<file path="src/rtl/can_sfx_pkg.sv">
// Shared constants, codes and handoff types of the CAN signal field extractor.
package can_sfx_pkg;

  localparam int MAX_PAYLOAD_BYTES = 64;
  localparam int VALUE_SCALE       = 1000;
  localparam int FACTOR_FRAC_BITS  = 16;

  localparam int ADDR_W   = $clog2(MAX_PAYLOAD_BYTES);
  localparam int POS_W    = 10;
  localparam int MAX_BITS = 64;

  localparam logic [127:0] ROUND_HALF = (128'd1 << FACTOR_FRAC_BITS) >> 1;
  localparam logic [127:0] MAG_LIMIT  = 128'h2_0000_0000;

  localparam logic signed [31:0] INT32_MAX = 32'sh7FFF_FFFF;
  localparam logic signed [31:0] INT32_MIN = 32'sh8000_0000;

  typedef enum logic {
    REQ_LOAD    = 1'b0,
    REQ_EXTRACT = 1'b1
  } req_kind_t;

  typedef struct packed {
    logic        start;
    logic [63:0] raw;
    logic [6:0]  len;
    logic        sgn;
    logic [31:0] factor;
    logic [31:0] offset;
  } scale_req_t;

  typedef struct packed {
    logic        done;
    logic [31:0] value;
    logic        sat;
  } scale_rsp_t;

endpackage

</file>
<file path="src/rtl/can_sfx_scale.sv">
// Scaling unit: sign/magnitude, one shared 32x32 multiplier over four passes, round, clamp.
module can_sfx_scale (
  input  logic                    clk,
  input  logic                    rst,
  input  can_sfx_pkg::scale_req_t req,
  output can_sfx_pkg::scale_rsp_t rsp
);

  typedef enum logic [2:0] {
    SC_IDLE,
    SC_FS,
    SC_MUL,
    SC_ACC,
    SC_ROUND,
    SC_FINISH
  } sc_state_t;

  localparam logic signed [35:0] SUM_MAX = 36'sh0_7FFF_FFFF;
  localparam logic signed [35:0] SUM_MIN = 36'shF_8000_0000;

  sc_state_t    state;
  logic [63:0]  mag;
  logic [31:0]  fmag;
  logic [63:0]  fs;
  logic         neg;
  logic [31:0]  offset;
  logic [1:0]   step;
  logic [63:0]  pp;
  logic [6:0]   pp_shift;
  logic         pp_vld;
  logic [127:0] acc;

  logic [6:0]   len_m1;
  logic         sign_bit;
  logic         raw_neg;
  logic [63:0]  ext;
  logic [31:0]  a_chunk;
  logic [31:0]  b_chunk;
  logic [6:0]   step_shift;
  logic [127:0] q;
  logic         over;
  logic signed [35:0] off_x;
  logic signed [35:0] q_x;
  logic signed [35:0] sum;

  assign len_m1   = req.len - 7'd1;
  assign sign_bit = req.raw[len_m1[5:0]];
  assign raw_neg  = req.sgn & sign_bit;
  assign ext      = req.raw | (64'hFFFF_FFFF_FFFF_FFFF << req.len);

  assign a_chunk = step[1] ? mag[63:32] : mag[31:0];
  assign b_chunk = step[0] ? fs[63:32]  : fs[31:0];

  always_comb begin
    unique case (step)
      2'd0:    step_shift = 7'd0;
      2'd1:    step_shift = 7'd32;
      2'd2:    step_shift = 7'd32;
      default: step_shift = 7'd64;
    endcase
  end

  assign q     = acc >> can_sfx_pkg::FACTOR_FRAC_BITS;
  assign over  = q > can_sfx_pkg::MAG_LIMIT;
  assign off_x = {{4{offset[31]}}, offset};
  assign q_x   = {2'b00, q[33:0]};
  assign sum   = neg ? (off_x - q_x) : (off_x + q_x);

  always_ff @(posedge clk) begin
    if (rst) begin
      state    <= SC_IDLE;
      rsp.done <= 1'b0;
      pp_vld   <= 1'b0;
    end else begin
      rsp.done <= 1'b0;
      pp_vld   <= 1'b0;
      unique case (state)
        SC_IDLE: begin
          if (req.start) begin
            mag    <= raw_neg ? (~ext + 64'd1) : req.raw;
            fmag   <= req.factor[31] ? (~req.factor + 32'd1) : req.factor;
            neg    <= raw_neg ^ req.factor[31];
            offset <= req.offset;
            acc    <= '0;
            step   <= 2'd0;
            state  <= SC_FS;
          end
        end
        SC_FS: begin
          fs    <= 64'(fmag) * 64'(can_sfx_pkg::VALUE_SCALE);
          state <= SC_MUL;
        end
        SC_MUL: begin
          pp       <= 64'(a_chunk) * 64'(b_chunk);
          pp_shift <= step_shift;
          pp_vld   <= 1'b1;
          step     <= step + 2'd1;
          if (step == 2'd3) begin
            state <= SC_ACC;
          end
        end
        SC_ACC: begin
          state <= SC_ROUND;
        end
        SC_ROUND: begin
          acc   <= acc + can_sfx_pkg::ROUND_HALF;
          state <= SC_FINISH;
        end
        SC_FINISH: begin
          rsp.done <= 1'b1;
          if (over) begin
            rsp.sat   <= 1'b1;
            rsp.value <= neg ? can_sfx_pkg::INT32_MIN : can_sfx_pkg::INT32_MAX;
          end else if (sum > SUM_MAX) begin
            rsp.sat   <= 1'b1;
            rsp.value <= can_sfx_pkg::INT32_MAX;
          end else if (sum < SUM_MIN) begin
            rsp.sat   <= 1'b1;
            rsp.value <= can_sfx_pkg::INT32_MIN;
          end else begin
            rsp.sat   <= 1'b0;
            rsp.value <= sum[31:0];
          end
          state <= SC_IDLE;
        end
        default: state <= SC_IDLE;
      endcase
      // partial products are added to the accumulator in the cycle after the multiply
      if (pp_vld) begin
        acc <= acc + (128'(pp) << pp_shift);
      end
    end
  end

endmodule

</file>
<file path="config.mk">
export PLATFORM = sky130hd
export DESIGN_NAME = can_sfx_scale
export DESIGN_NICKNAME = d
export VERILOG_FILES = /design/src/rtl/can_sfx_pkg.sv /design/src/rtl/can_sfx_scale.sv
export SDC_FILE = /design/constraint.sdc
export NUM_CORES = 2
export LEC_CHECK = 0
export ABC_CLOCK_PERIOD_IN_PS = 19200
export BUFFER_PORTS_ARGS = -buffer_cell sky130_fd_sc_hd__buf_2
export CORE_UTILIZATION = 40
export DETAILED_ROUTE_END_ITERATION = 16
export PLACE_DENSITY_LB_ADDON = 0.1
export SLEW_MARGIN = 25
export SYNTH_ARGS = -nofsm -noshare
export SYNTH_HDL_FRONTEND = slang
export SYNTH_SLANG_ARGS = --single-unit
export TNS_END_PERCENT = 30
</file>
<file path="constraint.sdc">
create_clock -name clk -period 19.2 [get_ports clk]
set_input_delay 2.88 -clock clk [delete_from_list [all_inputs] [get_ports clk]]
set_output_delay 2.88 -clock clk [all_outputs]
set_load 0.02 [all_outputs]
</file>
==> impl_metrics.tcl <==
set metrics [dict create \
    wl_um 254100 \
    ys_top_cells_by_area "fa_1 (29%), edfxtp_1 (17%), ha_1 (9.3%)" \
    grt_use_met1_pct 36.79 \
    firstDrtPassIters 7 \
    core_sq_um 173800 \
    synthesis.area_sq_um 69950 \
    cts_setup_buffers 0 \
    async_flop_share_pct 0 \
    die_area_sq_um 176600 \
    cp-end-kind "flop" \
    gp_congestion 0.9806 \
    rsz0062_at_grt "false" \
    yosysWarnings 0 \
    synth_top_area_share_pct 29.08 \
    start_kind "flop" \
    setup_violations 0 \
    hpwlAfterDp_um 200800 \
    vias 57420 \
    drc 0 \
    path_class "reg -> reg" \
    tightest_slew_ns 1.148 \
    antenna_left 0 \
    pin_count 173 \
    drt_iter0_drc 4651 \
    timing.final.crit_share_pct 55.90 \
    synth_cell_type_count 89 \
    via_per_inst 5.655 \
    synth.most_common_cell "inv_1" \
    cts_resized 0 \
    setup_tns_ns 0 \
    grt_pass1_vias 59110 \
    numCtsBuffers 53 \
    stdcell_count 10150 \
    maxSlewHeadroom_pct 23.30 \
    cts_root_buffer "clkbuf_16" \
    finClkSkew_ns 0.04955 \
    synth-seq-cells 402 \
    start_util_pct 40.25 \
    grt.total_usage_pct 28.92 \
    r2r_slack_ns 8.47 \
    hold_buffers 0 \
    wl_per_cell_um 25.02 \
    synth_nets 9527 \
    outcome "complete, no violations" \
    gr-total-overflow 0 \
    reg2reg_from "step[1]$_SDFFCE_PN0P_" \
    antenna_found_initial 3 \
    fp.dieW_um 420.2 \
    yosysTopAreaCell "fa_1" \
    synth-main-ff-cell "edfxtp_1" \
    insertion_delay_ns 0.70 \
    slew_violations 0 \
    drive_above_1_share_pct 6.834 \
    ys_seq_area_share_pct 17.18 \
    synth_cells 7851 \
    grt_first_pass_wirelength_um 380000 \
    avgSynthCellArea_sq_um 8.910 \
    grt_max_degree 87 \
    use_met3_pct 4.964 \
    max_stage_delay_ns 0.97 \
    hold_path.class "reg -> reg" \
    cts_tree "done" \
    ff2ff_path_depth 32 \
    synth_edf_count 397 \
    port_buffers 172 \
    chipHeight_um 420.2 \
    cap_violations 0 \
    ys_top_cells_by_count "inv_1 (1039), fa_1 (1016), nor2_1 (954)" \
    cts.path.max_buffers 3 \
    fin_nets 9466 \
    critPathRequiredTime_ns 19.64 \
    rows 153 \
    top_usage_layer "met2" \
    setup.worst_path.end "pp[62]$_DFFE_PP_" \
    h-tree-depth 2 \
    numClockSinks 402 \
    fmax_mhz 93.17 \
    critPathLaunch "step[1]$_SDFFCE_PN0P_" \
    cp_slowest_cell "edfxtp_1" \
    use_met2_pct 47.97 \
    n_antenna_cell 0 \
    r2r-end "pp[62]$_DFFE_PP_" \
    path_max_fanout 54 \
    syn_to_final_growth_pct 7.491 \
    layout_min_cycle_time_ns 10.73 \
    dp_cells 10060 \
    timing_hold_violations_final 0 \
    clk_pin_slew_ns 0.07 \
    cp.arrival_ns 11.17 \
]
## sequential cells by signal (all words and copies together) (netlist names), 2 cells and up
signal / flops
fmag: 32
mag: 64
fs: 39
offset: 32
rsp: 34
step: 2
state: 3
acc: 128
pp: 64
pp_shift: 2
## area by class of cell
class	count	area, sq um
Fill cell	17420	98630
Clock inverter	33	456.7
Inverter	1039	3902
Multi-Input combinational cell	6011	52840
Timing Repair Buffer	283	1707
Tap cell	2325	2909
Sequential cell	402	12020
Clock buffer	61	1356
## kinds of logic after synthesis
| kind of cell | synth area share, % |
|---|---|
| and+or+nand+nor | 16.26 |
| xor gates and xnor gates | 5.396 |
| AOI/OAI and AO/OA | 12.37 |
| adders and majority gates | 38.39 |
| buffers and inverters | 7.759 |
| muxes | 2.638 |
| DFF | 17.18 |
## placed cells by master, fill, tap and decap left out, types with 41 or more instances in the layout
cell type and count:
a21o_1 203, a21oi_1 405, and2_1 69, and3_1 57, buf_2 172, buf_4 110
clkbuf_16 53, edfxtp_1 397, fa_1 1016, ha_1 521, inv_1 1038, mux2_2 42
mux2i_1 53, nand2_1 791, nand2b_1 60, nand3_1 107, nand4_1 126, nor2_1 951
nor2b_1 76, nor3_1 106, nor4_1 46, o21a_1 41, o21ai_0 258, o21bai_1 61
o22ai_1 97, xnor2_1 257, xor2_1 174
## worst max-delay path, delay by kind of cell (launching register included)
kind | cells | cell delay, ns
adder cells (fa/ha/maj) | 9 | 4.10
AO/OA/AOI/OAI | 7 | 2.18
buffers and inverters | 11 | 1.88
flip-flops | 1 | 0.97
multiplexers | 1 | 0.70
AND/OR/NAND/NOR | 3 | 0.42
XOR/XNOR | 1 | 0.14
## layer usage
| metal | share of wire, % | up-vias | routed length [um] |
|---|---|---|---|
| li1 | - | 25930 | - |
| met1 | 41 | 29040 | 103600 |
| met2 | 47 | 1996 | 119300 |
| met3 | 7.0 | 453 | 17660 |
| met4 | 5.3 | 4 | 13460 |
| met5 | 0.016 | - | 40 |
## metrics by stage
| stage | utilization [%] | worst slack (ns) | instance area [sq um] | hold WS [ns] |
|---|---|---|---|---|
| after floorplan | - | 9.480 | 69950 | 0.5547 |
| after global placement | 42.19 | 8.591 | 73340 | 0.5729 |
| after detailed placement | 42.21 | 8.461 | 73360 | 0.5938 |
| after CTS | 43.25 | 8.493 | 75180 | 0.6007 |
| after global routing | 43.26 | 7.886 | 75190 | 0.6558 |
| final | 43.26 | 8.467 | 75190 | 0.6079 |
## worst min path at each step
stage	from	end	cells past startpoint
global route	state[0]$_SDFFE_PP0P_	state[0]$_SDFFE_PP0P_	1
global placement	state[0]$_SDFFE_PP0P_	state[0]$_SDFFE_PP0P_	1
floorplan	fmag[0]$_DFFE_PP_	fs[3]$_DFFE_PP_	0
detailed placement	state[0]$_SDFFE_PP0P_	state[0]$_SDFFE_PP0P_	1
finish	state[0]$_SDFFE_PP0P_	state[0]$_SDFFE_PP0P_	1
CTS	state[0]$_SDFFE_PP0P_	state[0]$_SDFFE_PP0P_	1
Power is not shown: default switching activity piles up to over one toggle a cycle in this logic, so the estimate is an artifact.
