$ cat src/rtl/can_sfx_pkg.sv
// Shared constants, codes and handoff types of the CAN signal field extractor.
package can_sfx_pkg;

  localparam int MAX_PAYLOAD_BYTES = 64;
  localparam int VALUE_SCALE       = 1000;
  localparam int FACTOR_FRAC_BITS  = 16;

  localparam int ADDR_W   = $clog2(MAX_PAYLOAD_BYTES);
  localparam int POS_W    = 10;
  localparam int MAX_BITS = 64;

  localparam logic [127:0] ROUND_HALF = (128'd1 << FACTOR_FRAC_BITS) >> 1;
  localparam logic [127:0] MAG_LIMIT  = 128'h2_0000_0000;

  localparam logic signed [31:0] INT32_MAX = 32'sh7FFF_FFFF;
  localparam logic signed [31:0] INT32_MIN = 32'sh8000_0000;

  typedef enum logic {
    REQ_LOAD    = 1'b0,
    REQ_EXTRACT = 1'b1
  } req_kind_t;

  typedef struct packed {
    logic        start;
    logic [63:0] raw;
    logic [6:0]  len;
    logic        sgn;
    logic [31:0] factor;
    logic [31:0] offset;
  } scale_req_t;

  typedef struct packed {
    logic        done;
    logic [31:0] value;
    logic        sat;
  } scale_rsp_t;

endpackage

$ cat src/rtl/can_sfx_store.sv
// Payload byte RAM with per-byte valid flags and a registered single-bit read.
module can_sfx_store (
  input  logic                          clk,
  input  logic                          rst,
  input  logic                          wr_en,
  input  logic [can_sfx_pkg::ADDR_W-1:0] wr_addr,
  input  logic [7:0]                    wr_data,
  input  logic                          rd_en,
  input  logic [can_sfx_pkg::ADDR_W-1:0] rd_addr,
  input  logic [2:0]                    rd_sel,
  output logic                          rd_bit
);

  logic [7:0] mem [can_sfx_pkg::MAX_PAYLOAD_BYTES];
  logic [can_sfx_pkg::MAX_PAYLOAD_BYTES-1:0] vld;
  logic [7:0] rd_data;
  logic       rd_hit;
  logic [2:0] rd_off;

  // never-written bytes read as zero
  always_ff @(posedge clk) begin
    if (rst) begin
      vld <= '0;
    end else if (wr_en) begin
      vld[wr_addr] <= 1'b1;
    end
  end

  always_ff @(posedge clk) begin
    if (wr_en) begin
      mem[wr_addr] <= wr_data;
    end
  end

  always_ff @(posedge clk) begin
    if (rd_en) begin
      rd_data <= mem[rd_addr];
      rd_hit  <= vld[rd_addr];
      rd_off  <= rd_sel;
    end
  end

  assign rd_bit = rd_hit & rd_data[rd_off];

endmodule

$ cat config.mk
export PLATFORM = sky130hd
export DESIGN_NAME = can_sfx_store
export DESIGN_NICKNAME = d
export VERILOG_FILES = /design/src/rtl/can_sfx_pkg.sv /design/src/rtl/can_sfx_store.sv
export SDC_FILE = /design/constraint.sdc
export NUM_CORES = 1
export LEC_CHECK = 0
export BUFFER_PORTS_ARGS = -buffer_cell sky130_fd_sc_hd__buf_2
export CORE_ASPECT_RATIO = 2
export CORE_MARGIN = 4
export CORE_UTILIZATION = 32
export CTS_BUF_LIST = sky130_fd_sc_hd__clkbuf_8
export DETAILED_ROUTE_END_ITERATION = 12
export PLACE_DENSITY = 0.58
export SYNTH_ARGS = -nofsm -noshare
export SYNTH_HDL_FRONTEND = slang
export SYNTH_SLANG_ARGS = --single-unit
$ cat constraint.sdc
create_clock -name clk -period 3.21 [get_ports clk]
set_clock_uncertainty 0.15 [all_clocks]
set_input_delay 0.8025 -clock clk [delete_from_list [all_inputs] [get_ports clk]]
set_output_delay 0.8025 -clock clk [all_outputs]
set_load 0.02 [all_outputs]
==> impl_metrics.yaml, run 1 <==
status:
  status: "finished clean"
sta:
  rsz0062_at_grt: "no"
  hold_violations: 0
  finalSetupTns_ns: 0
  fin_crit_sh: 0.918
  maxSlewHeadroom: 0.146
  max_clock_freq_ghz: 0.340
  worstMarginPinSlew_ns: 1.28
  min_period_ns: 2.95
  setup_viol: 0
  drv_slew: 0
  finalWorstSetupSlack_ns: 0.265
global_route:
  antenna_found_initial: 2
  grt_overflow: 0
  grt_pass1_wl_um: 82500
  grt_usage: 0.149
  grt_max_degree: 65
  grt_pass1_vias: 12239
synthesis:
  ys_seq_elements: 588
  synth_nets: 1164
  async_flop_share: 0
  synth_edf_count: 524
  synth_top_area_share: 0.693
  syn_area_per_cell_um2: 20.0
  synth_compound_area_frac: 0.0257
  synthAdderAreaFrac: 0
  syn_inst: 1137
  syn_area_um2: 22700
  ys_seq_area_frac: 0.750
  synth_common_cells: "524 x edfxtp_1, 169 x nor2_1, 154 x mux4_2, 64 x dfxtp_1, 30 x mux2i_1"
  synth_top_cell_by_area: "edfxtp_1"
  synth-xor-area-share: 0
  synthMuxAreaShare: 0.168
  synth_most_common_cell: "edfxtp_1"
  synth_top_family_by_area: "multiplexers"
  yosys-top-cells-area: "edfxtp_1 69%, mux4_2 15%, dfxtp_1 5.6%, nor2_1 2.8%, mux2i_1 1.3%"
  synthFlopType: "edfxtp_1"
  synth-simple-area-share: 0.0405
  ys_warn_count: 0
  synth_cell_types: 38
pwr:
  cellLeakagePower_nw: 8.66
  p_per_area_nw_per_um2: 545
  total_power_mw: 14.4
  ir_drop_v: 0.000232
placement:
  dp_hpwl_um: 38800
  dpl_worst_slack_ns: 0.00587
  placed_cells: 2154
  port_buffers: 27
  routabilityCongestion: 0.856
clocking:
  root_buffer: "clkbuf_8"
  cts_buffers: 73
  clock_latency_ns: 0.68
  path_clk_slew_ns: 0.07
  cts_setup_buffers: 0
  cts_htree_levels: 3
  cts_sinks: 588
  cts_tree: "yes"
  hold_buffers: 0
  cts_resized: 0
  clk_path_buf_depth: 3
routing:
  drc: 0
  wirelength_um: 56200
  drtPass1Iterations: 5
  vias: 11433
  drtIter0Drc: 831
  antenna_left: 0
  vias_per_cell: 4.99
  post_drt_wl_per_cell_um: 24.5
layout:
  layout-drive-gt1-share: 0.320
  final_core_util: 0.376
  fin_nets: 1353
  final_cells: 2291
  syn_to_final_growth_pct: 16.2
floorplan:
  die_width_um: 196
  dieArea_um2: 75500
  core_um2: 70100
  initial_utilization: 0.324
  num_io_pins: 28
  row_count: 137
  die_height_um: 385
setup_path:
  end_kind: "primary output"
  cp.arrival_ns: 1.99
  cp_max_fo: 2
  crit_required_ns: 2.26
  path_class: "register to primary output"
  start_kind: "register"
min_path:
  hold_path.class: "input pin to register"
job:
  max-cap-violations: 0
-- path summary, 6_finish.rpt --
| check | from | end | slack (ns) | depth (start not counted) |
|---|---|---|---|---|
| hold / removal | rd_sel[1] | rd_off[1] | 0.25 | 1 |
| setup / recovery | rd_off[0] | rd_bit | 0.26 | 4 |
| setup reg to reg | mem[9][3] | rd_data[3] | 0.85 | 5 |
| hold reg to reg | vld[62] | vld[62] | 0.32 | 2 |
-- layer usage --
metal	up-vias	share of wire	track usage	wire, µm
li1	4986	-	-	-
met1	6022	0.35	0.160	19600
met2	339	0.57	0.290	32200
met3	86	0.046	0.0245	2570
met4	0	0.033	0.0564	1840
met5	-	0	0	0
-- worst max-delay path, cell delays in order (launching register included) --
cell and delay [ns]:
edfxtp_1 0.41, mux4_2 0.52, mux2i_1 0.14, nor2b_1 0.10
buf_2 0.17
-- cells by family after synthesis --
| family | count (synthesis) |
|---|---|
| AO/OA/AOI/OAI | 75 |
| buffers and inverters | 64 |
| flip-flops | 588 |
| multiplexers | 186 |
| AND/OR/NAND/NOR | 224 |
-- layout make-up --
cell class | count | area, µm²
clock inverter | 49 | 208
sequential | 588 | 17000
fill | 6256 | 43700
tap | 903 | 1130
multi-input combinational | 485 | 5320
timing repair buffer | 176 | 1520
inverter | 2 | 7.51
antenna | 3 | 7.51
clock buffer | 85 | 1170
-- sequential cells by signal, indices dropped and copies added, names as in the netlist --
name     flops
mem        512
rd_data      8
rd_hit       1
rd_off       3
vld         64
-- placed cells by master, fill, tap and decap left out, types with 3 or more instances in the layout --
master    synthesis  final
mux4_2          154    154
nor2b_1          12     12
clkinv_1          0      8
inv_1             2     31
a211oi_1          4      4
clkbuf_8          0     86
nand3_1           9      9
diode_2           0      3
nor3_1            4      4
buf_12            0     20
edfxtp_1        524    524
nand2_1          18     18
mux2i_1          30     30
buf_4            14    130
o31a_1            5      5
nand2b_1          5      5
clkinv_2          0      9
o21ai_1           6      6
o21ba_2          16     16
a22oi_1           7      7
dfxtp_1          64     64
nor2_1          169    169
buf_2            15     24
o22ai_1          15     15
a221o_1           5      5
o21ai_0           6      6
-- where the power goes --
group	switching [mW]	total, mW	internal, mW	leakage, nW
registers	0.0187	8.41	8.39	5.24
logic	0.512	0.896	0.384	2.60
clock network	2.66	5.08	2.42	0.818
total	3.19	14.4	11.2	8.66
-- metrics by stage --
stage          hold WS [ns]  instance area, µm²
4_1_cts               0.191               26400
5_1_grt               0.207               26400
3_5_place_dp          0.303               25000
6_report              0.249               26400
3_3_place_gp          0.294               25000
2_1_floorplan         0.285               22700
Power figures use the tool's default switching activity.
==> run 2: changes to the inputs <==
Settings changed: MAX_ROUTING_LAYER from default to met4.
==> impl_metrics.yaml, run 2 (synthesis results as in run 1) <==
sta:
  hold_violations: 0
  drv_slew: 0
  fin_crit_sh: 0.929
  rsz0062_at_grt: "no"
  worstMarginPinSlew_ns: 1.27
  finalWorstSetupSlack_ns: 0.229
  finalSetupTns_ns: 0
  max_clock_freq_ghz: 0.335
  setup_viol: 0
  maxSlewHeadroom: 0.156
  min_period_ns: 2.98
placement:
  dpl_worst_slack_ns: 0.00587
  routabilityCongestion: 0.870
  dp_hpwl_um: 38800
  port_buffers: 27
  placed_cell_area_um2: 25000
pwr:
  total_power_mw: 14.4
  cellLeakagePower_nw: 8.66
  ir_drop_v: 0.000234
  p_per_area_nw_per_um2: 546
routing:
  vias_per_cell: 4.97
  post_drt_wl_per_cell_um: 24.5
  drtPass1Iterations: 5
  drtIter0Drc: 844
  wirelength_um: 56000
  drc: 0
  vias: 11383
  antenna_left: 0
clocking:
  path_clk_slew_ns: 0.07
  cts_tree: "yes"
  cts_resized: 0
  cts_htree_levels: 3
  cts_sinks: 588
  cts_setup_buffers: 0
  hold_buffers: 0
  clk_path_buf_depth: 3
  clock_latency_ns: 0.67
  root_buffer: "clkbuf_8"
  cts_buffers: 73
global_route:
  grt_pass1_wl_um: 82500
  grt_max_degree: 65
  antenna_found_initial: 2
  grt_pass1_vias: 12177
  grt_overflow: 0
  grt_usage: 0.154
min_path:
  hold_path.class: "input pin to register"
floorplan:
  die_height_um: 385
  initial_utilization: 0.324
  row_count: 137
  core_um2: 70100
  dieArea_um2: 75500
  num_io_pins: 28
  die_width_um: 196
layout:
  final_cell_mix: "524 x edfxtp_1, 169 x nor2_1, 154 x mux4_2"
  fin_nets: 1353
  largest_reg_flops: 512
  syn_to_final_growth_pct: 16.2
  reg.largest.list: "mem (512), vld (64), rd_data (8)"
  final_common_cell: "edfxtp_1"
  multiInputGateArea_um2: 5320
  stdcell_area_um2: 26400
  largest_register: "mem"
  regArea_um2: 17000
  fillers: 6256
  layout-drive-gt1-share: 0.320
setup_path:
  crit_chain: "mux4_2, mux2i_1, nor2b_1, buf_2"
  end_kind: "primary output"
  cp.arrival_ns: 2.03
  critical-path-slowest-cell: "edfxtp_1"
  cp_max_fo: 2
  crit_required_ns: 2.26
  slowest_delay_ns: 0.45
  path_class: "register to primary output"
  start_kind: "register"
status:
  status: "finished clean"
job:
  max-cap-violations: 0
==> run 2: cell counts in the layout (fill, tap and decap cells not counted) <==
Identical to the previous run, type by type.
==> run 2: worst paths after layout <==
path / from / to / slack, ns / depth (start not counted)
setup / recovery: rd_off[0] / rd_bit / 0.23 / 4
hold / removal: rd_sel[1] / rd_off[1] / 0.24 / 1
setup reg to reg: mem[9][3] / rd_data[3] / 0.82 / 5
hold reg to reg: vld[6] / vld[6] / 0.32 / 2
==> run 2: final cells by class <==
cell class                      instances  share of cell area
Timing Repair Buffer                  176              0.0577
Clock buffer                           85              0.0443
Inverter                                2            0.000285
Tap cell                              903              0.0428
Antenna cell                            3            0.000285
Multi-Input combinational cell        485               0.202
Clock inverter                         49             0.00787
Sequential cell                       588               0.645
==> run 2: metrics by stage <==
stage / hold WS [ns] / cells / util
floorplan: 0.285 / 1137 / -
global placement: 0.294 / 2154 / 0.357
detailed placement: 0.303 / 2154 / 0.357
CTS: 0.191 / 2288 / 0.376
global route: 0.207 / 2290 / 0.376
finish: 0.245 / 2291 / 0.376
==> run 2: per-layer routing <==
metal	track usage	vias up	wire (µm)
met5	-	-	0
met4	0.0562	0	1740
met3	0.0240	91	2380
met2	0.290	308	32300
met1	0.161	5994	19600
li1	-	4990	-
==> run 2: where the power goes <==
part / internal (mW) / switching (mW) / total (mW)
clock: 2.42 / 2.67 / 5.09
sequential: 8.39 / 0.0190 / 8.41
combinational: 0.384 / 0.511 / 0.895
total: 11.2 / 3.20 / 14.4
==> run 2: critical path, delay by kind of cell (launching register included) <==
kind	cells	cell delay, ns
buffers and inverters	1	0.23
AND/OR/NAND/NOR	1	0.26
multiplexers	2	0.42
flip-flops	1	0.45
